--- src/design/assert_macros.svh ---
// concurrent assertion helpers, clocked on clk and held off during reset
`ifndef ASSERT_MACROS_SVH
`define ASSERT_MACROS_SVH

`ifndef ASSERT_OFF
`define ASSERT_CLK(label, prop) \
    label: assert property (@(posedge clk) disable iff (!rst_n) prop) \
        else $error("assertion failed");
`define ASSERT_NEVER(label, expr) \
    label: assert property (@(posedge clk) disable iff (!rst_n) !(expr)) \
        else $error("forbidden condition seen");
`else
`define ASSERT_CLK(label, prop)
`define ASSERT_NEVER(label, expr)
`endif

`endif

--- src/design/ptsc_pkg.sv ---
package ptsc_pkg;

    localparam int DELAY_W = 20;

    localparam logic [DELAY_W-1:0] GUARD_MAX   = {DELAY_W{1'b1}};
    localparam logic [DELAY_W-1:0] DELAY_RESET = 20'd1000;

    typedef struct packed {
        logic in_level;
        logic off_level;
        logic lock_request;
        logic alarm_not_ack;
    } in_item_t;

    typedef struct packed {
        logic out_state;
        logic alarm_flag;
        logic locked_flag;
    } out_item_t;

endpackage

--- src/design/ptsc_in_if.sv ---
interface ptsc_in_if;
    logic                valid;
    logic                ready;
    ptsc_pkg::in_item_t  data;

    modport source (output valid, output data, input ready);
    modport sink (input valid, input data, output ready);
endinterface

--- src/design/ptsc_out_if.sv ---
interface ptsc_out_if;
    logic                valid;
    logic                ready;
    ptsc_pkg::out_item_t data;

    modport source (output valid, output data, input ready);
    modport sink (input valid, input data, output ready);
endinterface

--- src/design/protected_toggle_switch_controller.sv ---
// Protected toggle switch: each accepted tick item (toggle level, off level,
// lock request, alarm-not-acknowledged) produces exactly one result item with
// the switched output, the alarm and the lock of that tick. A rising toggle
// edge inverts the output, a rising off edge while on switches it off, a
// toggle closer than switch_delay ticks to the last change is refused,
// raising the alarm and restarting the guard, and an early off request is
// held until the guard passes. One item is taken every cycle while the input
// is not stalled; an accepted item waits in the input register and is worked
// into the result register, from which its result is offered, once that
// register is free or being taken. A full result register stalls the input
// only once the input register also holds an item.
// switch_delay resets to 1000; the user writes it through cfg_we/cfg_wdata
// only while no item is in flight, which the block does not enforce.
module protected_toggle_switch_controller (
    input  logic                          clk,
    input  logic                          rst_n,
    input  logic                          cfg_we,
    input  logic [ptsc_pkg::DELAY_W-1:0]  cfg_wdata,
    ptsc_in_if.sink                       tick,
    ptsc_out_if.source                    result
);

    logic [ptsc_pkg::DELAY_W-1:0] switch_delay_reg;
    logic                         in_valid_reg;
    ptsc_pkg::in_item_t           in_data_reg;
    logic                         out_valid_reg;
    ptsc_pkg::out_item_t          out_data_reg;
    ptsc_pkg::out_item_t          step_result;
    logic                         advance;

    assign advance    = in_valid_reg && (!out_valid_reg || result.ready);
    assign tick.ready = !in_valid_reg || advance;

    assign result.valid = out_valid_reg;
    assign result.data  = out_data_reg;

    always_ff @(posedge clk or negedge rst_n)
    begin
        if (!rst_n)
        begin
            switch_delay_reg <= ptsc_pkg::DELAY_RESET;
        end
        else if (cfg_we)
        begin
            switch_delay_reg <= cfg_wdata;
        end
    end

    // input register
    always_ff @(posedge clk or negedge rst_n)
    begin
        if (!rst_n)
        begin
            in_valid_reg <= 1'b0;
        end
        else if (tick.ready)
        begin
            in_valid_reg <= tick.valid;
        end
    end

    always_ff @(posedge clk)
    begin
        if (tick.valid && tick.ready)
        begin
            in_data_reg <= tick.data;
        end
    end

    ptsc_core u_core (
        .clk          (clk),
        .rst_n        (rst_n),
        .step_en      (advance),
        .item         (in_data_reg),
        .switch_delay (switch_delay_reg),
        .result       (step_result)
    );

    // result register
    always_ff @(posedge clk or negedge rst_n)
    begin
        if (!rst_n)
        begin
            out_valid_reg <= 1'b0;
        end
        else if (advance)
        begin
            out_valid_reg <= 1'b1;
        end
        else if (result.ready)
        begin
            out_valid_reg <= 1'b0;
        end
    end

    always_ff @(posedge clk)
    begin
        if (advance)
        begin
            out_data_reg <= step_result;
        end
    end

endmodule

--- src/design/ptsc_core.sv ---
`include "assert_macros.svh"

module ptsc_core (
    input  logic                            clk,
    input  logic                            rst_n,
    input  logic                            step_en,
    input  ptsc_pkg::in_item_t              item,
    input  logic [ptsc_pkg::DELAY_W-1:0]    switch_delay,
    output ptsc_pkg::out_item_t             result
);

    logic                         input_prev_reg, input_prev_next;
    logic                         off_prev_reg, off_prev_next;
    logic                         trigger_pending_reg, trigger_pending_next;
    logic                         off_pending_reg, off_pending_next;
    logic                         output_on_reg, output_on_next;
    logic                         alarm_active_reg, alarm_active_next;
    logic                         guard_running_reg, guard_running_next;
    logic [ptsc_pkg::DELAY_W-1:0] guard_count_reg, guard_count_next;

    logic [ptsc_pkg::DELAY_W-1:0] count_tick;
    logic                         passed;
    logic                         trig;
    logic                         offp;
    logic                         lock_base;
    logic                         lock_final;
    logic                         do_toggle;
    logic                         do_off;

    always_comb
    begin
        count_tick = guard_count_reg;
        if (guard_running_reg && (guard_count_reg != ptsc_pkg::GUARD_MAX))
        begin
            count_tick = guard_count_reg + 1'b1;
        end
        passed = !guard_running_reg || (count_tick >= switch_delay);

        trig = trigger_pending_reg || (item.in_level && !input_prev_reg);
        offp = off_pending_reg ||
               (output_on_reg && item.off_level && !off_prev_reg);

        lock_base = alarm_active_reg || item.alarm_not_ack || item.lock_request ||
                    (offp && !passed);

        do_toggle = trig && !lock_base && !offp;
        do_off    = offp && !lock_base;

        output_on_next       = output_on_reg;
        alarm_active_next    = alarm_active_reg && !(item.alarm_not_ack && passed);
        lock_final           = lock_base;
        guard_running_next   = guard_running_reg;
        guard_count_next     = count_tick;
        trigger_pending_next = trig && !lock_base && offp;
        off_pending_next     = offp && lock_base;

        if (do_toggle)
        begin
            if (passed)
            begin
                output_on_next = !output_on_reg;
            end
            else
            begin
                alarm_active_next = 1'b1;
                lock_final        = 1'b1;
            end
        end

        if (do_off)
        begin
            output_on_next = 1'b0;
        end

        if (do_toggle || do_off)
        begin
            guard_running_next = 1'b1;
            guard_count_next   = '0;
        end

        input_prev_next = item.in_level;
        off_prev_next   = item.off_level;

        result.out_state   = output_on_next;
        result.alarm_flag  = alarm_active_next;
        result.locked_flag = lock_final;
    end

    always_ff @(posedge clk or negedge rst_n)
    begin
        if (!rst_n)
        begin
            input_prev_reg      <= 1'b0;
            off_prev_reg        <= 1'b0;
            trigger_pending_reg <= 1'b0;
            off_pending_reg     <= 1'b0;
            output_on_reg       <= 1'b0;
            alarm_active_reg    <= 1'b0;
            guard_running_reg   <= 1'b0;
            guard_count_reg     <= '0;
        end
        else if (step_en)
        begin
            input_prev_reg      <= input_prev_next;
            off_prev_reg        <= off_prev_next;
            trigger_pending_reg <= trigger_pending_next;
            off_pending_reg     <= off_pending_next;
            output_on_reg       <= output_on_next;
            alarm_active_reg    <= alarm_active_next;
            guard_running_reg   <= guard_running_next;
            guard_count_reg     <= guard_count_next;
        end
    end

    // state moves only with an item
    `ASSERT_CLK(a_out_only_on_step, !step_en |=> $stable(output_on_reg) && $stable(guard_count_reg))
    // an output change needs the guard to have passed
    `ASSERT_NEVER(a_change_needs_guard, step_en && (output_on_next != output_on_reg) && !passed)
    // a raised alarm comes from a locked item
    `ASSERT_CLK(a_alarm_rise_locked, $rose(alarm_active_reg) |-> $past(step_en) && $past(lock_final))
    // an idle guard keeps its count at zero
    `ASSERT_NEVER(a_idle_guard_zero, !guard_running_reg && (guard_count_reg != '0))

endmodule

--- src/flat_wrapper.sv ---
// flat-port wrapper written by rule: the top's interface ports become plain ports
module protected_toggle_switch_controller_flat 
  (clk, rst_n, cfg_we, cfg_wdata, tick_valid, tick_data, tick_ready, result_valid, result_data, result_ready);
  ptsc_in_if tick_i ();
  ptsc_out_if result_i ();
  input  logic clk;
  input  logic rst_n;
  input  logic cfg_we;
  input  logic [ptsc_pkg::DELAY_W-1:0] cfg_wdata;
  input wire logic [$bits(tick_i.valid)-1:0] tick_valid;
  input wire logic [$bits(tick_i.data)-1:0] tick_data;
  output wire logic [$bits(tick_i.ready)-1:0] tick_ready;
  output wire logic [$bits(result_i.valid)-1:0] result_valid;
  output wire logic [$bits(result_i.data)-1:0] result_data;
  input wire logic [$bits(result_i.ready)-1:0] result_ready;
  assign tick_i.valid = tick_valid;
  assign tick_i.data = tick_data;
  assign tick_ready = tick_i.ready;
  assign result_valid = result_i.valid;
  assign result_data = result_i.data;
  assign result_i.ready = result_ready;
  protected_toggle_switch_controller u_core (.clk(clk), .rst_n(rst_n), .cfg_we(cfg_we), .cfg_wdata(cfg_wdata), .tick(tick_i), .result(result_i));
endmodule
--- config.mk ---
export PLATFORM = sky130hd
export DESIGN_NAME = protected_toggle_switch_controller_flat
export DESIGN_NICKNAME = d
export VERILOG_FILES = /design/src/design/ptsc_pkg.sv /design/src/design/ptsc_in_if.sv /design/src/design/ptsc_out_if.sv /design/src/design/protected_toggle_switch_controller.sv /design/src/design/ptsc_core.sv /design/src/flat_wrapper.sv
export VERILOG_INCLUDE_DIRS = /design/src /design/src/design
export SDC_FILE = /design/constraint.sdc
export NUM_CORES = 1
export LEC_CHECK = 0
export BUFFER_PORTS_ARGS = -buffer_cell sky130_fd_sc_hd__buf_4
export CORE_ASPECT_RATIO = 1.25
export CORE_MARGIN = 4
export CORE_UTILIZATION = 55
export DETAILED_ROUTE_END_ITERATION = 8
export HOLD_SLACK_MARGIN = 0.03
export PLACE_DENSITY = 0.76
export RECOVER_POWER = 100
export REMOVE_ABC_BUFFERS = 1
export SLEW_MARGIN = 20
export SYNTH_ARGS = -nofsm -noshare
export SYNTH_HDL_FRONTEND = slang
export SYNTH_HIERARCHICAL = 1
export SYNTH_SLANG_ARGS = --single-unit
--- constraint.sdc ---
create_clock -name clk -period 6.1 [get_ports clk]
set_input_delay 1.22 -clock clk [delete_from_list [all_inputs] [get_ports clk]]
set_output_delay 1.22 -clock clk [all_outputs]
set_load 0.03 [all_outputs]
==> flow_metrics.env, run 1 <==
export IMPL_synthDistinctLibCells=47
export IMPL_finalCriticalPeriod_ns=4.74
export IMPL_maxCapViolations=1
export IMPL_areaGrowthSynthToFinish_pct=8.15
export IMPL_utilization_pct=62.2
export IMPL_slew_violations=50
export IMPL_drt_iter0_drc=134
export IMPL_reg2reg_depth=16
export IMPL_ctsHoldBuffers=0
export IMPL_synth_seq_cells=56
export IMPL_ctsRootBufferMaster="clkbuf_8"
export IMPL_critPathKind="reg -> reg"
export IMPL_synth_edf_count=7
export IMPL_worst_pin_slew_ns=2.55
export IMPL_cp_top_family="simple AND/OR/NAND/NOR gates"
export IMPL_hold_ws_ns=0.494
export IMPL_track_usage_pct=18.3
export IMPL_drive_above_1_share_pct=11.4
export IMPL_hpwl_mm=4.77
export IMPL_holdPathStages=1
export IMPL_setup_violations=0
export IMPL_antenna_found_initial=0
export IMPL_mostFrequentLayoutCell="dfrtp_1"
export IMPL_fin_crit_sh_pct=77.8
export IMPL_die_area_sq_mm=0.00750
export IMPL_clock_sinks=56
export IMPL_setup_tns_ns=0
export IMPL_postCtsSetupRepairBufs=0
export IMPL_cp_end_kind="flop"
export IMPL_yosysSeqAreaShare_pct=42.6
export IMPL_cp_cell_sequence="ha_1, inv_1, nor3_1, a21oi_1, clkbuf_1, and3_1, nand3_1, xnor2_1, ha_1, nand4_1, o311a_1, o211ai_1, nor2_1, nor3_1, clkbuf_1, or2_2"
export IMPL_p_leak_nw=1.70
export IMPL_grt_pass1_vias=2484
export IMPL_worstPathMaxFanout=15
export IMPL_initial_core_util_pct=57.5
export IMPL_hold_viol=0
export IMPL_syn_area_per_cell_sq_um=9.98
export IMPL_fmax_mhz=211
export IMPL_htreeDepth=2
export IMPL_ant_nets=0
export IMPL_cts_path_max_buffers=2
export IMPL_synth_ff_type="dfrtp_1"
export IMPL_fp_dieW_microns=78.2
export IMPL_die_h_microns=95.8
export IMPL_required_ns=6.36
export IMPL_outcome="finished with violations"
export IMPL_gp_congestion=0.933
export IMPL_worst_path_stages=16
export IMPL_syn_inst=340
export IMPL_hold_class="reg -> reg"
export IMPL_hold_path_end="u_core/switch_delay_reg[19]"
export IMPL_avgViaCountPerCell=5.57
export IMPL_r2r_end="u_core/u_core/guard_running_reg"
export IMPL_worstPathArrival_ns=5.00
export IMPL_skew_ns=0.0103
export IMPL_cts_buffers=5
export IMPL_grt_max_degree=50
export IMPL_violations="capacitance limit, slew limit"
export IMPL_yosysWarnings=6
export IMPL_ctsResizeCount=0
export IMPL_max_stage_delay_ns=0.57
export IMPL_syn_cell_area_sq_mm=0.00339
export IMPL_portBuffers=33
export IMPL_clkTransAtPathRegs_ns=0.10
export IMPL_coreArea_sq_mm=0.00590
export IMPL_powerDensity_mw_per_mm2=289
export IMPL_wl_per_cell_microns=14.2
export IMPL_dr_pass1_iters=4
export IMPL_clk_insertion_delay_late_ns=0.31
export IMPL_drcViolationCount=0
export IMPL_nets=419
export IMPL_peakVddDrop_uv=155
export IMPL_rsz0062_at_grt="false"
export IMPL_async_flop_share_pct=87.5
export IMPL_gr_total_overflow=0
export IMPL_cts_tree="built"
export IMPL_hold_path_startpoint="u_core/switch_delay_reg[19]"
export IMPL_vias=2518
export IMPL_grt_pass1_wl_mm=10.8
export IMPL_dpl_instance_area_sq_mm=0.00367
export IMPL_pin_count=34
export IMPL_cp_slowest_cell="o211ai_1"
export IMPL_path_buf_inv=3
export IMPL_crit_path_start_kind="flop"
export IMPL_rrSetupSlack_ns=1.36
export IMPL_num_antenna_cells=0
export IMPL_final_cell_mix="43 x dfrtp_1, 28 x inv_1, 28 x nand2_1, 27 x nor2_1"
export IMPL_rr_startpoint="u_core/u_core/guard_count_reg[0]"
export IMPL_relSlewSlack_pct=-70.3
export IMPL_drt_total_wl_mm=6.40
export IMPL_fin_area_sq_mm=0.00367
export IMPL_rows=31
[routing by layer]
metal  global-route usage [%]  part of all wire, %  wire length (microns)
met2                     33.0                   52                   3300
met1                     21.3                   43                   2730
met4                     7.00                  1.8                    115
met3                     3.75                  3.9                    251
met5                        0                    0                      0
[cell usage after synthesis (8+ instances only)]
cell type | count | area share (%)
nor2_1 | 27 | 3.0
a21oi_1 | 8 | 1.2
mux2_4 | 20 | 8.9
inv_1 | 28 | 3.1
nor3_1 | 11 | 1.6
nand4_1 | 11 | 2.0
dfrtp_1 | 43 | 32
nand2_1 | 28 | 3.1
nand3_1 | 19 | 2.8
xnor2_1 | 16 | 4.1
o21ai_0 | 14 | 2.1
ha_1 | 21 | 7.7
xor2_1 | 15 | 3.9
[metrics by stage]
step	worst slack [ns]	power [mW]	instances
finish	1.36	1.06	452
global route	0.959	1.14	452
CTS	2.11	1.10	452
detailed placement	2.14	0.846	444
global placement	2.31	0.831	444
floorplan	1.97	0.736	327
[logic make-up after synthesis]
logic type | after synthesis | synth area share, %
and+or+nand+nor | 123 | 17.8
DFF | 56 | 42.6
buffers and inverters | 42 | 5.72
adders and majority gates | 21 | 7.75
xor gates and xnor gates | 31 | 8.00
AOI/OAI and AO/OA | 47 | 9.30
muxes | 20 | 8.85
[worst reg2reg max path: stages (launching register included)]
cell	delay, ns
dfrtp_1	0.50
ha_1	0.30
inv_1	0.07
nor3_1	0.43
a21oi_1	0.12
clkbuf_1	0.29
and3_1	0.34
nand3_1	0.11
xnor2_1	0.09
ha_1	0.30
nand4_1	0.09
o311a_1	0.40
o211ai_1	0.57
nor2_1	0.11
nor3_1	0.19
clkbuf_1	0.55
or2_2	0.23
[report_power, final]
| group | switching, mW | internal [mW] |
|---|---|---|
| Clock | 0.123 | 0.124 |
| Sequential | 0.0585 | 0.435 |
| Combinational | 0.187 | 0.133 |
[area by class of cell]
type	count	area (sq um)
fillers	535	2230
multi-input cells	242	1670
flip-flops and latches	56	1440
repair buffers	35	229
inverters	29	109
well taps	82	103
clock buffers	5	68.8
clock inverters	3	47.5
[worst max path at each step]
stage / from / to / slack, ns
floorplan: u_core/u_core/guard_count_reg[0] / u_core/u_core/guard_running_reg / 1.97
global placement: u_core/u_core/guard_count_reg[0] / u_core/u_core/guard_count_reg[3] / 2.31
detailed placement: u_core/u_core/guard_count_reg[0] / u_core/u_core/guard_count_reg[3] / 2.14
CTS: u_core/u_core/guard_count_reg[0] / u_core/u_core/guard_count_reg[16] / 2.11
global route: u_core/u_core/guard_count_reg[0] / u_core/u_core/guard_count_reg[19] / 0.96
finish: u_core/u_core/guard_count_reg[0] / u_core/u_core/guard_running_reg / 1.36
No activity file was read; power rests on OpenSTA's default activity.
==> run 2: changes to the inputs <==
--- a/config.mk
+++ b/config.mk
@@ -6,6 +6,7 @@
 export SDC_FILE = /design/constraint.sdc
 export NUM_CORES = 1
 export LEC_CHECK = 0
+export ABC_AREA = 1
 export BUFFER_PORTS_ARGS = -buffer_cell sky130_fd_sc_hd__buf_4
 export CORE_ASPECT_RATIO = 1.25
 export CORE_MARGIN = 4
==> constraint.sdc (replaced) <==
create_clock -name clk -period 4.9 [get_ports clk]
set_input_delay 0.98 -clock clk [delete_from_list [all_inputs] [get_ports clk]]
set_output_delay 0.98 -clock clk [all_outputs]
set_load 0.03 [all_outputs]
==> flow_metrics.env, run 2 <==
export IMPL_vias=3140
export IMPL_synth_top_family_by_area="simple AND/OR/NAND/NOR gates"
export IMPL_grt_max_degree=50
export IMPL_hold_class="reg -> reg"
export IMPL_cts_path_max_buffers=2
export IMPL_synth_ff_type="dfrtp_1"
export IMPL_reg2reg_depth=19
export IMPL_synth_seq_cells=56
export IMPL_violations="capacitance limit, slew limit"
export IMPL_drt_iter0_drc=258
export IMPL_setup_violations=0
export IMPL_cp_end_kind="flop"
export IMPL_hpwl_mm=5.97
export IMPL_worstPathMaxFanout=28
export IMPL_ys_top_cells_by_area="dfrtp_1 29%, nand2_1 15%, inv_1 7.9%"
export IMPL_seq_area_sq_mm=0.00144
export IMPL_fmax_mhz=239
export IMPL_gp_congestion=0.941
export IMPL_num_antenna_cells=0
export IMPL_utilization_pct=61.7
export IMPL_cp_cell_sequence="ha_1, nand2_1, nor2_1, nand3_1, nor2_1, a21oi_4, a21oi_1, ha_1, nand2_1, nor2_1, nand2_1, nor2_1, nand2_1, nand2_1, nor2_1, nand2_1, nand3_2, nand2_1, o21ai_0"
export IMPL_synth_top_area_share_pct=29.0
export IMPL_drcViolationCount=0
export IMPL_max_stage_delay_ns=0.68
export IMPL_pin_count=34
export IMPL_rr_startpoint="u_core/u_core/guard_count_reg[0]"
export IMPL_syn_area_per_cell_sq_um=7.51
export IMPL_async_flop_share_pct=87.5
export IMPL_cpMostUsedCell="nand2_1"
export IMPL_ctsResizeCount=0
export IMPL_synth_xor_xnor_area_share_pct=3.27
export IMPL_power_mw=1.15
export IMPL_clk_insertion_delay_late_ns=0.31
export IMPL_place_inst=598
export IMPL_setup_ws_ns=0.711
export IMPL_htreeDepth=2
export IMPL_synth_most_common_cell="nand2_1"
export IMPL_cp_top_family="simple AND/OR/NAND/NOR gates"
export IMPL_hold_path_startpoint="u_core/switch_delay_reg[5]"
export IMPL_setup_tns_ns=0
export IMPL_n_fill_cell=587
export IMPL_synth_edf_count=7
export IMPL_powerDensity_mw_per_mm2=283
export IMPL_dpl_instance_area_sq_mm=0.00397
export IMPL_synth_common_cells="150 x nand2_1, 78 x inv_1, 43 x dfrtp_1"
export IMPL_clock_sinks=56
export IMPL_peakVddDrop_uv=207
export IMPL_fin_crit_sh_pct=85.5
export IMPL_avgViaCountPerCell=5.18
export IMPL_synth_compound_area_share_pct=9.31
export IMPL_yosysSeqAreaShare_pct=38.9
export IMPL_skew_ns=0.00750
export IMPL_rrSetupSlack_ns=0.71
export IMPL_yosys_area_top_type="dfrtp_1"
export IMPL_rsz0062_at_grt="false"
export IMPL_nets=568
export IMPL_synth_adder_area_share_pct=7.08
export IMPL_synthSimpleGateAreaFrac_pct=28.7
export IMPL_ctsHoldBuffers=0
export IMPL_slew_violations=85
export IMPL_fp_dieW_microns=81.5
export IMPL_ctsRootBufferMaster="clkbuf_8"
export IMPL_coreArea_sq_mm=0.00657
export IMPL_dr_pass1_iters=4
export IMPL_pre_cts_slack_ns=1.06
export IMPL_clkTransAtPathRegs_ns=0.10
export IMPL_cp_slowest_cell="a21oi_4"
export IMPL_synthDistinctLibCells=36
export IMPL_hold_path_end="u_core/switch_delay_reg[5]"
export IMPL_hold_ws_ns=0.478
export IMPL_syn_inst=494
export IMPL_fin_area_sq_mm=0.00405
export IMPL_relSlewSlack_pct=-75.3
export IMPL_fin_cells=606
export IMPL_ant_nets=0
export IMPL_initial_core_util_pct=56.5
export IMPL_rows=33
export IMPL_yosysWarnings=6
export IMPL_worstPathArrival_ns=4.37
export IMPL_critPathKind="reg -> reg"
export IMPL_areaGrowthSynthToFinish_pct=9.27
export IMPL_r2r_end="u_core/u_core/guard_count_reg[0]"
export IMPL_drive_above_1_share_pct=16.8
export IMPL_outcome="finished with violations"
export IMPL_cts_buffers=5
export IMPL_path_buf_inv=0
export IMPL_portBuffers=33
export IMPL_gr_total_overflow=0
export IMPL_worst_pin_slew_ns=2.63
export IMPL_antenna_found_initial=0
export IMPL_die_area_sq_mm=0.00813
export IMPL_p_leak_nw=2.18
export IMPL_cts_tree="built"
export IMPL_finalCriticalPeriod_ns=4.19
export IMPL_muxShareOfSynthArea_pct=0
export IMPL_mostFrequentLayoutCell="nand2_1"
export IMPL_syn_cell_area_sq_mm=0.00371
export IMPL_grt_pass1_wl_mm=13.9
export IMPL_postCtsSetupRepairBufs=0
export IMPL_wl_per_cell_microns=13.3
export IMPL_final_cell_mix="151 x nand2_1, 78 x inv_1, 43 x dfrtp_1, 32 x o21ai_0"
export IMPL_holdPathStages=2
export IMPL_hold_viol=0
export IMPL_drt_total_wl_mm=8.06
export IMPL_die_h_microns=99.8
export IMPL_required_ns=5.09
export IMPL_multi_input_area_sq_mm=0.00178
export IMPL_track_usage_pct=21.9
export IMPL_crit_path_start_kind="flop"
export IMPL_maxCapViolations=2
export IMPL_grt_pass1_vias=3034
[run 2: cell types whose count changed after synthesis, moves of 13 or more]
cell / change
inv_1: +50
mux2_4: -20
nand2_1: +122
xnor2_1: -15
inv_2: +18
o21ai_1: +13
[run 2: cell families (layout without fill, tap and decap cells)]
group | Yosys count | in the layout
AND/OR/NAND/NOR | 233 | 233
AO/OA/AOI/OAI | 58 | 58
adder cells (fa/ha/maj) | 21 | 21
flip-flops | 56 | 56
XOR/XNOR | 13 | 13
buffers and inverters | 113 | 138
[run 2: final cells by class]
class	count	share of cell area (%)
flip-flops and latches	56	35.6
multi-input cells	325	43.9
repair buffers	34	5.56
clock buffers	5	1.70
clock inverters	3	1.70
well taps	87	2.69
inverters	96	8.89
[run 2: power breakdown]
| group | switching (mW) | leakage, nW | total [mW] | internal, mW |
|---|---|---|---|---|
| Sequential | 0.0338 | 0.673 | 0.547 | 0.513 |
| Clock | 0.161 | 0.0687 | 0.367 | 0.206 |
| Combinational | 0.150 | 1.44 | 0.235 | 0.0851 |
| Total | 0.345 | 2.18 | 1.15 | 0.804 |
[run 2: worst max path at each step]
stage / depth (start not counted) / endpoint / start / slack, ns
after floorplan: 5 / u_core/u_core/off_pending_reg / result_ready / 1.64
after global placement: 19 / u_core/u_core/guard_count_reg[3] / u_core/u_core/guard_count_reg[0] / 1.19
after detailed placement: 19 / u_core/u_core/guard_count_reg[0] / u_core/u_core/guard_count_reg[0] / 1.06
after CTS: 19 / u_core/u_core/guard_count_reg[0] / u_core/u_core/guard_count_reg[0] / 1.01
after global routing: 17 / u_core/u_core/guard_count_reg[0] / u_core/u_core/guard_count_reg[0] / 0.37
final: 19 / u_core/u_core/guard_count_reg[0] / u_core/u_core/guard_count_reg[0] / 0.71
[run 2: metal layers]
layer  global-route usage [%]  wire (microns)
met1                     29.0            3360
met5                        0               0
met4                     8.71             225
met2                     35.4            3990
met3                     3.50             492
[run 2: worst min-delay path: cells and delay by family, from the launching register on]
family,cells,cell delay (ns)
buffers and inverters,1,0.04
DFF,1,0.38
AOI/OAI and AO/OA,1,0.06
